<file path="config.mk">
export PLATFORM = sky130hd
export DESIGN_NAME = fixed_block_pool_allocator_core_flat
export DESIGN_NICKNAME = d
export VERILOG_FILES = /design/src/sv/fbpa_pkg.sv /design/src/sv/fbpa_if.sv /design/src/sv/fixed_block_pool_allocator_core.sv /design/src/flat_wrapper.sv
export SDC_FILE = /design/constraint.sdc
export NUM_CORES = 2
export LEC_CHECK = 0
export BUFFER_PORTS_ARGS = -buffer_cell sky130_fd_sc_hd__buf_2
export CELL_PAD_IN_SITES_DETAIL_PLACEMENT = 1
export CELL_PAD_IN_SITES_GLOBAL_PLACEMENT = 1
export CORE_UTILIZATION = 52
export CTS_BUF_LIST = sky130_fd_sc_hd__clkbuf_8
export CTS_CLUSTER_DIAMETER = 200
export CTS_CLUSTER_SIZE = 16
export DETAILED_ROUTE_END_ITERATION = 10
export GPL_ROUTABILITY_DRIVEN = 0
export HOLD_SLACK_MARGIN = 0.06
export PLACE_DENSITY_LB_ADDON = 0.1
export SLEW_MARGIN = 10
export SYNTH_ARGS = -nofsm -noshare
export SYNTH_HDL_FRONTEND = slang
export SYNTH_SLANG_ARGS = --single-unit
</file>
<file path="constraint.sdc">
create_clock -name clk -period 8.7 [get_ports clk]
set_input_delay 0.87 -clock clk [delete_from_list [all_inputs] [get_ports clk]]
set_output_delay 0.87 -clock clk [all_outputs]
set_load 0.02 [all_outputs]
</file>
<file path="src/sv/fbpa_pkg.sv">
// Package for the fixed block pool allocator: sizes, register indexes,
// operation codes and the controller state type.
// No dependencies; used by the interfaces and the core.
`default_nettype none

package fbpa_pkg;

	// Pool geometry.
	localparam int MAX_BLOCKS = 256;
	localparam int IDX_W      = (MAX_BLOCKS > 1) ? $clog2(MAX_BLOCKS) : 1;
	localparam int LINK_W     = $clog2(MAX_BLOCKS + 1);
	localparam int CNT_W      = LINK_W;

	// Field widths fixed by the interface.
	localparam int OP_W    = 2;
	localparam int ADDR_W  = 32;
	localparam int OFF_W   = 20;
	localparam int FREE_W  = 16;
	localparam int BS_W    = 13;
	localparam int CFG_CNT_W = 9;
	localparam int CFG_IDX_W = 1;
	localparam int CFG_W   = BS_W;

	// Block size limits and reset values.
	localparam logic [BS_W-1:0] BS_MIN   = BS_W'(8);
	localparam logic [BS_W-1:0] BS_MAX   = BS_W'(4096);
	localparam logic [BS_W-1:0] BS_RST   = BS_W'(64);
	localparam logic [CFG_CNT_W-1:0] CFG_CNT_RST = CFG_CNT_W'(256);
	localparam logic [FREE_W-1:0] FREE_MAX = '1;
	localparam int CNT_RST_I  = (256 > MAX_BLOCKS) ? MAX_BLOCKS : 256;
	localparam int FREE_RST_I = (CNT_RST_I > 65535) ? 65535 : CNT_RST_I;
	localparam logic [CNT_W-1:0]  CNT_RST  = CNT_W'(CNT_RST_I);
	localparam logic [FREE_W-1:0] FREE_RST = FREE_W'(FREE_RST_I);
	localparam logic [LINK_W-1:0] NULL_LINK = LINK_W'(MAX_BLOCKS);

	// Divider geometry: two quotient bits per cycle.
	localparam int REM_W   = BS_W + IDX_W;
	localparam int DVS_W   = REM_W + 1;
	localparam int DIV_CYC = (IDX_W + 1) / 2;
	localparam int QB_W    = 2 * DIV_CYC;
	localparam int STEP_W  = (DIV_CYC > 1) ? $clog2(DIV_CYC) : 1;
	localparam int SH_W    = STEP_W + 1;
	localparam int GPROD_W = IDX_W + BS_W;
	localparam int LPROD_W = BS_W + CNT_W;

	// Configuration register indexes.
	typedef enum logic [CFG_IDX_W-1:0] {
		CFG_BLOCK_SIZE  = 1'b0,
		CFG_BLOCK_COUNT = 1'b1
	} cfg_idx_t;

	// Operation codes.
	typedef enum logic [OP_W-1:0] {
		OP_ALLOC = 2'd0,
		OP_FREE  = 2'd1,
		OP_INIT  = 2'd2
	} op_t;

	// Controller states.
	typedef enum logic [2:0] {
		ST_IDLE,
		ST_ALLOC,
		ST_DIV,
		ST_PUSH,
		ST_DONE
	} state_t;

endpackage

`default_nettype wire

</file>
<file path="src/sv/fbpa_if.sv">
// Request and response channel interfaces of the fixed block pool allocator.
// Depends on fbpa_pkg for field widths.
`default_nettype none

interface fbpa_req_if;
	logic                       valid;
	logic                       ready;
	logic [fbpa_pkg::OP_W-1:0]   operation;
	logic [fbpa_pkg::ADDR_W-1:0] address_offset;

	modport source (output valid, output operation, output address_offset, input ready);
	modport sink   (input valid, input operation, input address_offset, output ready);
endinterface

interface fbpa_rsp_if;
	logic                       valid;
	logic                       ready;
	logic                       ok;
	logic [fbpa_pkg::OFF_W-1:0]  granted_offset;
	logic [fbpa_pkg::FREE_W-1:0] free_blocks;
	logic                       is_full;

	modport source (output valid, output ok, output granted_offset, output free_blocks,
		output is_full, input ready);
	modport sink   (input valid, input ok, input granted_offset, input free_blocks,
		input is_full, output ready);
endinterface

`default_nettype wire

</file>
<file path="src/sv/fixed_block_pool_allocator_core.sv">
// Fixed block pool allocator: LIFO free list kept in a link memory.
// Requests arrive on req (operation, address_offset), one result per request
// leaves on rsp (ok, granted_offset, free_blocks, is_full).
// Configuration: cfg_we writes cfg_wdata into register cfg_index
// (0 block size, 1 block count); write only while no transaction is in flight.
// Sequence, from request accept to the output register:
//   allocate   one link memory read, then the offset multiply;
//              straight to the result when the pool is empty,
//   free       offset divide, two quotient bits per cycle, then push,
//   init and unused codes go straight to the result.
// A new request is taken once the previous one has reached the output register,
// so one result may wait in the output register while the next one is worked on.
// If rsp stalls, the finished result holds in the controller until the output
// register is free; req is not ready meanwhile.
// Reset builds the list 0..255 at once: per-entry valid bits mark link entries
// written since the last init, and unwritten entries read as the ordered chain.
// Init rebuilds the same way at once; there is no clearing pass.
// Depends on fbpa_pkg and the channel interfaces in fbpa_if.sv.
`default_nettype none

module fixed_block_pool_allocator_core (
	input  wire                              clk,
	input  wire                              arst_n,
	fbpa_req_if.sink                         req,
	fbpa_rsp_if.source                       rsp,
	input  wire                              cfg_we,
	input  wire [fbpa_pkg::CFG_IDX_W-1:0]    cfg_index,
	input  wire [fbpa_pkg::CFG_W-1:0]        cfg_wdata
);

	// Configuration registers.
	logic [fbpa_pkg::BS_W-1:0]      cfg_bs_q;
	logic [fbpa_pkg::CFG_CNT_W-1:0] cfg_cnt_q;

	// Effective block size and count.
	logic [fbpa_pkg::BS_W-1:0]  eff_bs;
	logic [fbpa_pkg::CNT_W-1:0] eff_cnt;
	logic [fbpa_pkg::FREE_W-1:0] init_free;
	logic [fbpa_pkg::REM_W-1:0] pool_limit;

	// Free list state.
	logic [fbpa_pkg::LINK_W-1:0]    head_q;
	logic [fbpa_pkg::FREE_W-1:0]    free_q;
	logic [fbpa_pkg::CNT_W-1:0]     built_cnt_q;
	logic [fbpa_pkg::MAX_BLOCKS-1:0] link_vld_q;
	logic [fbpa_pkg::LINK_W-1:0]    link_mem [fbpa_pkg::MAX_BLOCKS];
	logic [fbpa_pkg::LINK_W-1:0]    link_rd_q;
	logic [fbpa_pkg::IDX_W-1:0]     head_idx;
	logic [fbpa_pkg::LINK_W-1:0]    head_dflt;
	logic [fbpa_pkg::LINK_W-1:0]    head_next;

	// Controller.
	fbpa_pkg::state_t state_q, state_d;
	logic req_acc;
	logic out_load;
	logic alloc_ok;

	// Per-item working registers.
	logic                        range_ok_q;
	logic [fbpa_pkg::REM_W-1:0]  rem_q;
	logic [fbpa_pkg::QB_W-1:0]   quo_q;
	logic [fbpa_pkg::STEP_W-1:0] step_q;
	logic [fbpa_pkg::REM_W-1:0]  rem_d;
	logic [fbpa_pkg::QB_W-1:0]   quo_d;
	logic                        push_ok;
	logic [fbpa_pkg::IDX_W-1:0]  push_idx;
	logic                        res_ok_q;
	logic [fbpa_pkg::OFF_W-1:0]  res_gr_q;

	// Output register.
	logic                        out_vld_q;
	logic                        out_ok_q;
	logic [fbpa_pkg::OFF_W-1:0]  out_gr_q;
	logic [fbpa_pkg::FREE_W-1:0] out_free_q;

	// Clamp the configured values to their legal ranges.
	always_comb begin
		if (cfg_bs_q < fbpa_pkg::BS_MIN) begin
			eff_bs = fbpa_pkg::BS_MIN;
		end else if (cfg_bs_q > fbpa_pkg::BS_MAX) begin
			eff_bs = fbpa_pkg::BS_MAX;
		end else begin
			eff_bs = cfg_bs_q;
		end
		if (cfg_cnt_q == '0) begin
			eff_cnt = fbpa_pkg::CNT_W'(1);
		end else if (32'(cfg_cnt_q) > 32'(fbpa_pkg::MAX_BLOCKS)) begin
			eff_cnt = fbpa_pkg::CNT_W'(fbpa_pkg::MAX_BLOCKS);
		end else begin
			eff_cnt = fbpa_pkg::CNT_W'(cfg_cnt_q);
		end
		if (32'(eff_cnt) > 32'(fbpa_pkg::FREE_MAX)) begin
			init_free = fbpa_pkg::FREE_MAX;
		end else begin
			init_free = fbpa_pkg::FREE_W'(eff_cnt);
		end
	end

	// Pool size in bytes, taken from the registers as they stand.
	assign pool_limit = fbpa_pkg::REM_W'(fbpa_pkg::LPROD_W'(eff_bs)
		* fbpa_pkg::LPROD_W'(eff_cnt));

	// Head lookup: an entry not written since the last init reads as the chain.
	assign head_idx  = head_q[fbpa_pkg::IDX_W-1:0];
	assign head_dflt = ((fbpa_pkg::LINK_W'(head_idx) + fbpa_pkg::LINK_W'(1)) < built_cnt_q)
		? (fbpa_pkg::LINK_W'(head_idx) + fbpa_pkg::LINK_W'(1)) : fbpa_pkg::NULL_LINK;
	assign head_next = link_vld_q[head_idx] ? link_rd_q : head_dflt;
	assign alloc_ok  = (free_q != '0) && (head_q < fbpa_pkg::NULL_LINK);

	// Two restoring division steps per cycle.
	always_comb begin
		logic [fbpa_pkg::DVS_W-1:0] dvs;
		logic [fbpa_pkg::SH_W-1:0]  sh;
		rem_d = rem_q;
		quo_d = quo_q;
		for (int k = 1; k >= 0; k--) begin
			sh  = {step_q, 1'(k)};
			dvs = fbpa_pkg::DVS_W'(eff_bs) << sh;
			if ({1'b0, rem_d} >= dvs) begin
				rem_d = fbpa_pkg::REM_W'({1'b0, rem_d} - dvs);
				quo_d[sh] = 1'b1;
			end
		end
	end

	// A free takes effect when in range and block aligned.
	assign push_ok  = range_ok_q && (rem_q == '0);
	assign push_idx = quo_q[fbpa_pkg::IDX_W-1:0];

	// Next state and handshake strobes.
	always_comb begin
		state_d  = state_q;
		req_acc  = 1'b0;
		out_load = 1'b0;
		unique case (state_q)
			fbpa_pkg::ST_IDLE: begin
				if (req.valid) begin
					req_acc = 1'b1;
					unique case (req.operation)
						fbpa_pkg::OP_ALLOC: state_d = alloc_ok ? fbpa_pkg::ST_ALLOC
							: fbpa_pkg::ST_DONE;
						fbpa_pkg::OP_FREE:  state_d = fbpa_pkg::ST_DIV;
						default:            state_d = fbpa_pkg::ST_DONE;
					endcase
				end
			end
			fbpa_pkg::ST_ALLOC: state_d = fbpa_pkg::ST_DONE;
			fbpa_pkg::ST_DIV: begin
				if (step_q == '0) begin
					state_d = fbpa_pkg::ST_PUSH;
				end
			end
			fbpa_pkg::ST_PUSH: state_d = fbpa_pkg::ST_DONE;
			fbpa_pkg::ST_DONE: begin
				if (!out_vld_q || rsp.ready) begin
					out_load = 1'b1;
					state_d  = fbpa_pkg::ST_IDLE;
				end
			end
			default: state_d = fbpa_pkg::ST_IDLE;
		endcase
	end

	// State register.
	always_ff @(posedge clk or negedge arst_n) begin
		if (!arst_n) begin
			state_q <= fbpa_pkg::ST_IDLE;
		end else begin
			state_q <= state_d;
		end
	end

	// Configuration registers.
	always_ff @(posedge clk or negedge arst_n) begin
		if (!arst_n) begin
			cfg_bs_q  <= fbpa_pkg::BS_RST;
			cfg_cnt_q <= fbpa_pkg::CFG_CNT_RST;
		end else if (cfg_we) begin
			unique case (cfg_index)
				fbpa_pkg::CFG_BLOCK_SIZE:  cfg_bs_q  <= cfg_wdata;
				fbpa_pkg::CFG_BLOCK_COUNT: cfg_cnt_q <= cfg_wdata[fbpa_pkg::CFG_CNT_W-1:0];
				default: ;
			endcase
		end
	end

	// Free list control state: head, free count, valid bits.
	always_ff @(posedge clk or negedge arst_n) begin
		if (!arst_n) begin
			head_q      <= '0;
			free_q      <= fbpa_pkg::FREE_RST;
			built_cnt_q <= fbpa_pkg::CNT_RST;
			link_vld_q  <= '0;
		end else begin
			if (req_acc && (req.operation == fbpa_pkg::OP_INIT)) begin
				head_q      <= '0;
				free_q      <= init_free;
				built_cnt_q <= eff_cnt;
				link_vld_q  <= '0;
			end
			if (state_q == fbpa_pkg::ST_ALLOC) begin
				head_q <= head_next;
				free_q <= free_q - fbpa_pkg::FREE_W'(1);
			end
			if ((state_q == fbpa_pkg::ST_PUSH) && push_ok) begin
				head_q               <= fbpa_pkg::LINK_W'(push_idx);
				link_vld_q[push_idx] <= 1'b1;
				if (free_q != fbpa_pkg::FREE_MAX) begin
					free_q <= free_q + fbpa_pkg::FREE_W'(1);
				end
			end
		end
	end

	// Link memory: one write port for pushes, one registered read at the head.
	always_ff @(posedge clk) begin
		if ((state_q == fbpa_pkg::ST_PUSH) && push_ok) begin
			link_mem[push_idx] <= head_q;
		end
		link_rd_q <= link_mem[head_idx];
	end

	// Per-item working registers: divider, result ok and granted offset.
	always_ff @(posedge clk) begin
		if (req_acc) begin
			range_ok_q <= req.address_offset < fbpa_pkg::ADDR_W'(pool_limit);
			rem_q      <= req.address_offset[fbpa_pkg::REM_W-1:0];
			quo_q      <= '0;
			step_q     <= fbpa_pkg::STEP_W'(fbpa_pkg::DIV_CYC - 1);
			res_gr_q   <= '0;
			res_ok_q   <= req.operation == fbpa_pkg::OP_INIT;
		end
		if (state_q == fbpa_pkg::ST_DIV) begin
			rem_q  <= rem_d;
			quo_q  <= quo_d;
			step_q <= step_q - fbpa_pkg::STEP_W'(1);
		end
		if (state_q == fbpa_pkg::ST_ALLOC) begin
			res_ok_q <= 1'b1;
			res_gr_q <= fbpa_pkg::OFF_W'(fbpa_pkg::GPROD_W'(head_idx)
				* fbpa_pkg::GPROD_W'(eff_bs));
		end
		if (state_q == fbpa_pkg::ST_PUSH) begin
			res_ok_q <= push_ok;
		end
	end

	// Output register valid flag.
	always_ff @(posedge clk or negedge arst_n) begin
		if (!arst_n) begin
			out_vld_q <= 1'b0;
		end else if (out_load) begin
			out_vld_q <= 1'b1;
		end else if (rsp.ready) begin
			out_vld_q <= 1'b0;
		end
	end

	// Output register payload.
	always_ff @(posedge clk) begin
		if (out_load) begin
			out_ok_q   <= res_ok_q;
			out_gr_q   <= res_gr_q;
			out_free_q <= free_q;
		end
	end

	// Channel ports.
	assign req.ready          = (state_q == fbpa_pkg::ST_IDLE);
	assign rsp.valid          = out_vld_q;
	assign rsp.ok             = out_ok_q;
	assign rsp.granted_offset = out_gr_q;
	assign rsp.free_blocks    = out_free_q;
	assign rsp.is_full        = (out_free_q == '0);

endmodule

`default_nettype wire

</file>
<file path="src/flat_wrapper.sv">
// flat-port wrapper written by rule: the top's interface ports become plain ports
module fixed_block_pool_allocator_core_flat 
  (clk, arst_n, cfg_we, cfg_index, cfg_wdata, req_valid, req_operation, req_address_offset, req_ready, rsp_valid, rsp_ok, rsp_granted_offset, rsp_free_blocks, rsp_is_full, rsp_ready);
  fbpa_req_if req_i ();
  fbpa_rsp_if rsp_i ();
  input  wire clk;
  input  wire arst_n;
  input  wire cfg_we;
  input  wire [fbpa_pkg::CFG_IDX_W-1:0] cfg_index;
  input  wire [fbpa_pkg::CFG_W-1:0] cfg_wdata;
  input wire logic [$bits(req_i.valid)-1:0] req_valid;
  input wire logic [$bits(req_i.operation)-1:0] req_operation;
  input wire logic [$bits(req_i.address_offset)-1:0] req_address_offset;
  output wire logic [$bits(req_i.ready)-1:0] req_ready;
  output wire logic [$bits(rsp_i.valid)-1:0] rsp_valid;
  output wire logic [$bits(rsp_i.ok)-1:0] rsp_ok;
  output wire logic [$bits(rsp_i.granted_offset)-1:0] rsp_granted_offset;
  output wire logic [$bits(rsp_i.free_blocks)-1:0] rsp_free_blocks;
  output wire logic [$bits(rsp_i.is_full)-1:0] rsp_is_full;
  input wire logic [$bits(rsp_i.ready)-1:0] rsp_ready;
  assign req_i.valid = req_valid;
  assign req_i.operation = req_operation;
  assign req_i.address_offset = req_address_offset;
  assign req_ready = req_i.ready;
  assign rsp_valid = rsp_i.valid;
  assign rsp_ok = rsp_i.ok;
  assign rsp_granted_offset = rsp_i.granted_offset;
  assign rsp_free_blocks = rsp_i.free_blocks;
  assign rsp_is_full = rsp_i.is_full;
  assign rsp_i.ready = rsp_ready;
  fixed_block_pool_allocator_core u_core (.clk(clk), .arst_n(arst_n), .req(req_i), .rsp(rsp_i), .cfg_we(cfg_we), .cfg_index(cfg_index), .cfg_wdata(cfg_wdata));
endmodule
</file>
Yosys cells after proc, flatten, opt, wreduce, memory -nomap -nowiden. Memories as Yosys holds them, arrays and structs flattened. A register that Yosys moved wholly into a read port is not among the register bits. Cells that the tools add are included.

Input port bits: 53. Memories kept: 1. Word-level logic and storage cells: 134. Bits in writable memories: 2304. Flip-flop bits (word level): 406.

Equality and inequality tests: 10. Magnitude comparators: 15. Bitwise logic cells: 4. Mux-type cells: 52. Shift-type cells: 2. Add/sub/neg operators: 6. $mul: 2. Reductions and logical operators: 25.

Memories: u_core.link_mem (words 256, bits a word 9, rd ports 1, clocked after memory_dff 1, wr ports 1, RTL line fixed_block_pool_allocator_core.sv:46) `logic [fbpa_pkg::LINK_W-1:0] link_mem [fbpa_pkg::MAX_BLOCKS];`.

Operator list (number): 256-bit two-way mux (2); 256-bit OR (1); 21-bit two-way mux (4); 16-bit two-way mux (4); 9-bit two-way mux (7); 21-bit by 22-bit >= comparator with 1-bit output (2); 13-bit by 3-bit << shifter with 22-bit output (2); 21-bit subtractor (2); 20-bit two-way mux (2); 32-bit by 21-bit less-than comparator with 1-bit output (1); 8-bit two-way mux (4); 13-bit two-way mux (2); 21-bit logical NOT (1); 13-bit by 9-bit multiplier with 21-bit output (1); 8-bit by 13-bit multiplier with 20-bit output (1); 8-bit by 9-bit less-than comparator with 1-bit output (second input constant) (2); 16-bit by 1-bit adder with 16-bit output (second input constant) (1); 16-bit logical NOT (1); 16-bit inequality test (second input constant) (1); 16-bit nonzero test (1); 16-bit by 1-bit subtractor with 16-bit output (second input constant) (1); 1-bit two-way mux (15); 13-bit greater-than comparator (second input constant) (1); 13-bit by 4-bit less-than comparator with 1-bit output (second input constant) (1); other kinds (36) (56).

Logic depth before layout (Yosys ltp).
Depth in word-level cells: 9. Gate-level depth with buffers: 31. Mapped depth without buffers: 30.

Worst setup path after synthesis. OpenSTA, ideal clock, no wires.

Kind: register to register. Start point: reg u_core.head_q[3] (netlist bit). End point: reg u_core.res_gr_q[19] (netlist bit), data pin. Path slack: -502 ps. Cell stages (with the launch flop): 23. Path buffers: 5. Clock period less this slack: 9202 ps. Arrival: 8935 ps. Cells stage by stage: dfrtp_1 > buf_2 > buf_2 > buf_1 > clkbuf_1 > clkbuf_1 > nand2_1 > fa_1 > fa_1 > inv_1 > fa_1 > inv_1 > fa_1 > inv_1 > ha_1 > a21boi_0 > o21ai_0 > a211oi_1 > nor2_1 > a211o_1 > o21ai_0 > xnor2_1 > nor2_1.

Word-level cells in the longest chain between the ends: 2.

Ends and longest elaborated chain: start: declaration (RTL line fixed_block_pool_allocator_core.sv:42) `logic [fbpa_pkg::LINK_W-1:0] head_q;`; start signal: assignment (RTL line fixed_block_pool_allocator_core.sv:202) `head_q <= head_next;`; start signal: assignment (RTL line fixed_block_pool_allocator_core.sv:206) `head_q <= fbpa_pkg::LINK_W'(push_idx);`; 8-bit by 13-bit multiplier with 20-bit output (RTL line fixed_block_pool_allocator_core.sv:241) `* fbpa_pkg::GPROD_W'(eff_bs));`; 20-bit two-way mux (RTL line fixed_block_pool_allocator_core.sv:238) `if (state_q == fbpa_pkg::ST_ALLOC) begin`; end signal: assignment (RTL line fixed_block_pool_allocator_core.sv:240) `res_gr_q <= fbpa_pkg::OFF_W'(fbpa_pkg::GPROD_W'(head_idx)`; end: declaration (RTL line fixed_block_pool_allocator_core.sv:68) `logic [fbpa_pkg::OFF_W-1:0] res_gr_q;`.

Every way passes these cells. A chain may end at the register's enable or synchronous reset.

Final worst setup path.
Start point: reg u_core.cfg_bs_q[9] (netlist bit). End point: reg u_core.rem_q[2] (netlist bit), data pin.

Word-level cells in the longest chain between the ends: 9. Elaborated cells on any way between the ends: 13.

Ends and longest elaborated chain: start: declaration (RTL line fixed_block_pool_allocator_core.sv:32) `logic [fbpa_pkg::BS_W-1:0] cfg_bs_q;`; start signal: assignment (RTL line fixed_block_pool_allocator_core.sv:176) `cfg_bs_q <= fbpa_pkg::BS_RST;`; start signal: assignment (RTL line fixed_block_pool_allocator_core.sv:180) `fbpa_pkg::CFG_BLOCK_SIZE: cfg_bs_q <= cfg_wdata;`; 13-bit greater-than comparator (RTL line fixed_block_pool_allocator_core.sv:80) `end else if (cfg_bs_q > fbpa_pkg::BS_MAX) begin`; 13-bit two-way mux (RTL line fixed_block_pool_allocator_core.sv:80); 13-bit two-way mux * (RTL line fixed_block_pool_allocator_core.sv:78) `if (cfg_bs_q < fbpa_pkg::BS_MIN) begin`; 13-bit by 3-bit << shifter with 22-bit output (RTL line fixed_block_pool_allocator_core.sv:118) `dvs = fbpa_pkg::DVS_W'(eff_bs) << sh;`; 21-bit subtractor or 21-bit by 22-bit >= comparator with 1-bit output (tied branches) (RTL line fixed_block_pool_allocator_core.sv:120, fixed_block_pool_allocator_core.sv:119); 21-bit two-way mux (RTL line fixed_block_pool_allocator_core.sv:119) `if ({1'b0, rem_d} >= dvs) begin`; 21-bit subtractor or 21-bit by 22-bit >= comparator with 1-bit output (tied branches) (RTL line fixed_block_pool_allocator_core.sv:120, fixed_block_pool_allocator_core.sv:119); 21-bit two-way mux * (RTL line fixed_block_pool_allocator_core.sv:119); 21-bit two-way mux * (RTL line fixed_block_pool_allocator_core.sv:233) `if (state_q == fbpa_pkg::ST_DIV) begin`; end signal: assignment (RTL line fixed_block_pool_allocator_core.sv:227) `rem_q <= req.address_offset[fbpa_pkg::REM_W-1:0];`; end signal: assignment (RTL line fixed_block_pool_allocator_core.sv:234) `rem_q <= rem_d;`; end: declaration (RTL line fixed_block_pool_allocator_core.sv:60) `logic [fbpa_pkg::REM_W-1:0] rem_q;`.

Every way passes the cells marked *; elsewhere a longest branch is shown, timed or not.

==> flow_summary.toml <==
[run_status]
run_status = "completed"

[final_layout]
areaGrowthSynthToFinish_pct = 6.415
final_cells = 9372
fillerInstances = 19480
most_frequent_cells_in_the_layout = "edfxtp_1, mux4_2, nor2_1"
layout.cells.most_common = "edfxtp_1"
finish.net_count = 6594
share_of_post_route_cells_with_drive_strength_above_1_pct = 20.46

[clock_network]
clk_pin_slew_worst_paths_ps = 150
cts_tree = "done"
clk_path_buf_depth = 3
post-cts-setup-buffer-count = 0
ctsRootBufferMaster = "clkbuf_8"
cts_sinks = 2719
cts_repair_resize_count = 0
cts_htree_levels = 4
clock_insertion_delay_worst_skew_ps = 1050
cts_made_buffers = 187
hold_buffer_count_at_cts = 16

[power_and_ir_drop]
power.clock.fraction_pct = 17.4
leakagePower_nw = 43.37
max_rail_drop_vdd_mv = 0.2205
power_per_cell_area_nw_per_um2 = 287.3
finalPower_w = 0.03534
power.switching_w = 0.01266
power.sequential.fraction_pct = 46.0
sw_frac_of_total_pct = 35.81
pwr-share-comb_pct = 36.6
cell_internal_pwr_w = 0.02269

[worst_setup_path]
worstRegToRegCells = 25
critical_path.most_common_cell = "o21ai_0"
timing.setup.critical_path_class = "reg -> reg"
crit_path_end_kind = "flop"
critPathLaunch = "u_core.cfg_bs_q[9]$_DFFE_PN0P_"
r2r-start = "u_core.cfg_bs_q[9]$_DFFE_PN0P_"
setup.worst_path.start_class = "flop"
cp_data_arrival_time_ps = 8660
critical_path.slowest_cell = "nor4_1"
r2r_slack_ps = 820
regToRegEndpoint = "u_core.rem_q[2]$_DFFE_PP_"
timing.critical_path.fanout_max = 21
max_stage_delay_on_crit_path_ps = 540
critical_path_required_ps = 9470

[sta]
hold_violations = 0
min_period_over_period_pct = 90.60
min_clock_period_post_route_ps = 7882
setup_repair_after_global_routing_missed_its_margin = "false"
final_max_slew_viol_count = 0
pin_slew_with_the_least_headroom_to_its_limit_ps = 1241
relSlewSlack_pct = 16.95
timing.setup.tns_ps = 0
report.final.setup_viol = 0
clock-skew-final_ps = 53.13
max_freq_ghz = 0.1269
final_critical_path_setup_slack_ps = 817.8

[synthesis]
netlist-cell-type-count = 71
synth.yosys.seq_area_share_pct = 69.20
syn-num-nets = 6511
synth_area_um2 = 115600
synth-edff-count = 2394
dominantRegCellSynth = "edfxtp_1"
synthArstFlopShare_pct = 11.62
ys_ff_latch = 2719
ys.warnings.count = 0
synthCells = 6162
avgSynthCellArea_um2 = 18.76

[routing]
via_count = 58820
drt.antenna.violating_nets = 0
drc = 0
drtPass1Iterations = 5
avg_vias_per_cell = 6.276
detail_route.iter0.violations = 6080
detail_route.wirelength_um = 298800
wl_per_cell_um = 31.89

[global_routing]
largest_net_degree_at_the_start_of_global_routing = 169
grt_remaining_overflow = 0
antenna_found_initial = 12
grt_pass1_wl_um = 437800
grt_usage_pct = 27.11
first_global_vias = 60940

[place]
pre_cts_slack_ps = 946.4
dp.final_hpwl_um = 189700
placed_cells_incl_taps = 8997
io_buffers = 92

[floorplan]
die_outline_area_um2 = 224200
dieWidth_um = 473.5
design.core.area_um2 = 220400
start_util_pct = 52.45
io_pins = 93
die_y_um = 473.5
rows = 172

[worst_hold_path]
end_of_the_worst_hold_path = "u_core.range_ok_q$_DFFE_PP_"
hp-start = "req_address_offset[28]"
hold_path_depth = 4
timing.hold.worst.class = "in -> reg"

[flow_run]
cap_violations = 0
## synthesized netlist by cell type, types with 8 or more instances
cell         n  area share [%]
o21bai_1     8           0.052
inv_1      223            0.72
fa_1       143             2.5
buf_1       48            0.16
ha_1       153             1.7
nor3b_1      8           0.052
edfxtp_1  2394              62
a21oi_1     81            0.35
dfrtp_1    312             6.8
o22ai_1     15           0.081
nor3_1      30            0.13
nand3_1     30            0.13
a31oi_1     15           0.081
o211ai_1    12           0.078
a211oi_1    16            0.10
nor2_1     428             1.4
and3_1      38            0.21
nand2_1    295            0.96
and2_1      36            0.19
nand4_1     19            0.10
a22oi_1     10           0.065
xnor2_1     43            0.33
nor4_1      21            0.11
xor2_1      24            0.18
buf_2       77            0.33
mux4_2     826              16
clkbuf_1   200            0.65
a21o_1     272             1.8
nor2b_1     37            0.20
dfxtp_1      9            0.16
mux2i_1     57            0.49
mux2_2      22            0.21
nand2b_1    23            0.12
o21a_1      11           0.071
o21ai_0    119            0.52
## stage by stage
stage / area, µm² / utilization (%) / hold WS [ps]
after floorplan: 115600 / - / 400.3
after global placement: 119500 / 54.24 / 403.8
after detailed placement: 119500 / 54.24 / 406.3
after CTS: 123000 / 55.80 / 78.98
after global routing: 123000 / 55.81 / 157.7
final: 123000 / 55.81 / 189.3
## worst max-delay path by stage
stage	endpoint	slack [ps]	cells after the start
floorplan	u_core.res_gr_q[19]$_SDFFCE_PN0P_	6	20
finish	u_core.rem_q[2]$_DFFE_PP_	820	25
CTS	u_core.rem_q[2]$_DFFE_PP_	940	25
global route	u_core.rem_q[2]$_DFFE_PP_	360	27
global placement	u_core.rem_q[6]$_DFFE_PP_	1030	27
detailed placement	u_core.rem_q[4]$_DFFE_PP_	950	25
## sequential cells by signal, indices dropped and copies added (netlist names), 13 cells and up
name	count
u_core.cfg_bs_q	13
u_core.rsp.free_blocks	16
u_core.rsp.granted_offset	20
u_core.link_vld_q	256
u_core.rem_q	21
u_core.link_mem	2304
u_core.res_gr_q	20
u_core.free_q	16
## per-layer routing
metal	up-vias	share of wire [%]	global-route usage, %
met5	-	0.0044	0
met4	2	2.0	5.951
li1	24460	-	-
met1	32230	44	40.73
met3	295	5.8	3.482
met2	1825	48	42.92
## cell type report
type,instances,area (µm²),area share (%)
diodes,7,17.52,0.01424
clock buffers,188,2587,2.104
clock inverters,163,684.4,0.5565
inverters,225,847.1,0.6887
multi-input cells,2879,33390,27.14
flip-flops and latches,2719,80020,65.06
well taps,2958,3701,3.009
repair buffers,233,1757,1.428
## power groups by stage
stage	Combinational [W]	Sequential (W)	Clock, W
after floorplan	0.00808	0.0169	0
after global placement	0.0127	0.0165	0
after detailed placement	0.0130	0.0165	0
after CTS	0.0130	0.0162	0.00632
after global routing	0.0139	0.0163	0.00668
final	0.0129	0.0162	0.00616
## logic make-up (layout without fill, tap and decap cells)
kind of cell,count (synthesis),after routing,synth area share (%)
compound gates,614,614,3.559
buf+inv,564,809,1.983
other cells,0,7,0
mux,905,905,16.80
fa+ha+maj,296,296,4.133
xor+xnor,67,67,0.5077
flops,2719,2719,69.20
simple gates,997,997,3.814
## worst max-delay path, delay by kind of cell, from the launching register on
kind,cells,cell delay [ps]
buffers and inverters,2,570
AOI/OAI and AO/OA,13,3570
and+or+nand+nor,7,1840
muxes,1,210
DFF,1,460
adders and majority gates,2,930
Note: power is estimated with default switching activity, not from simulation.
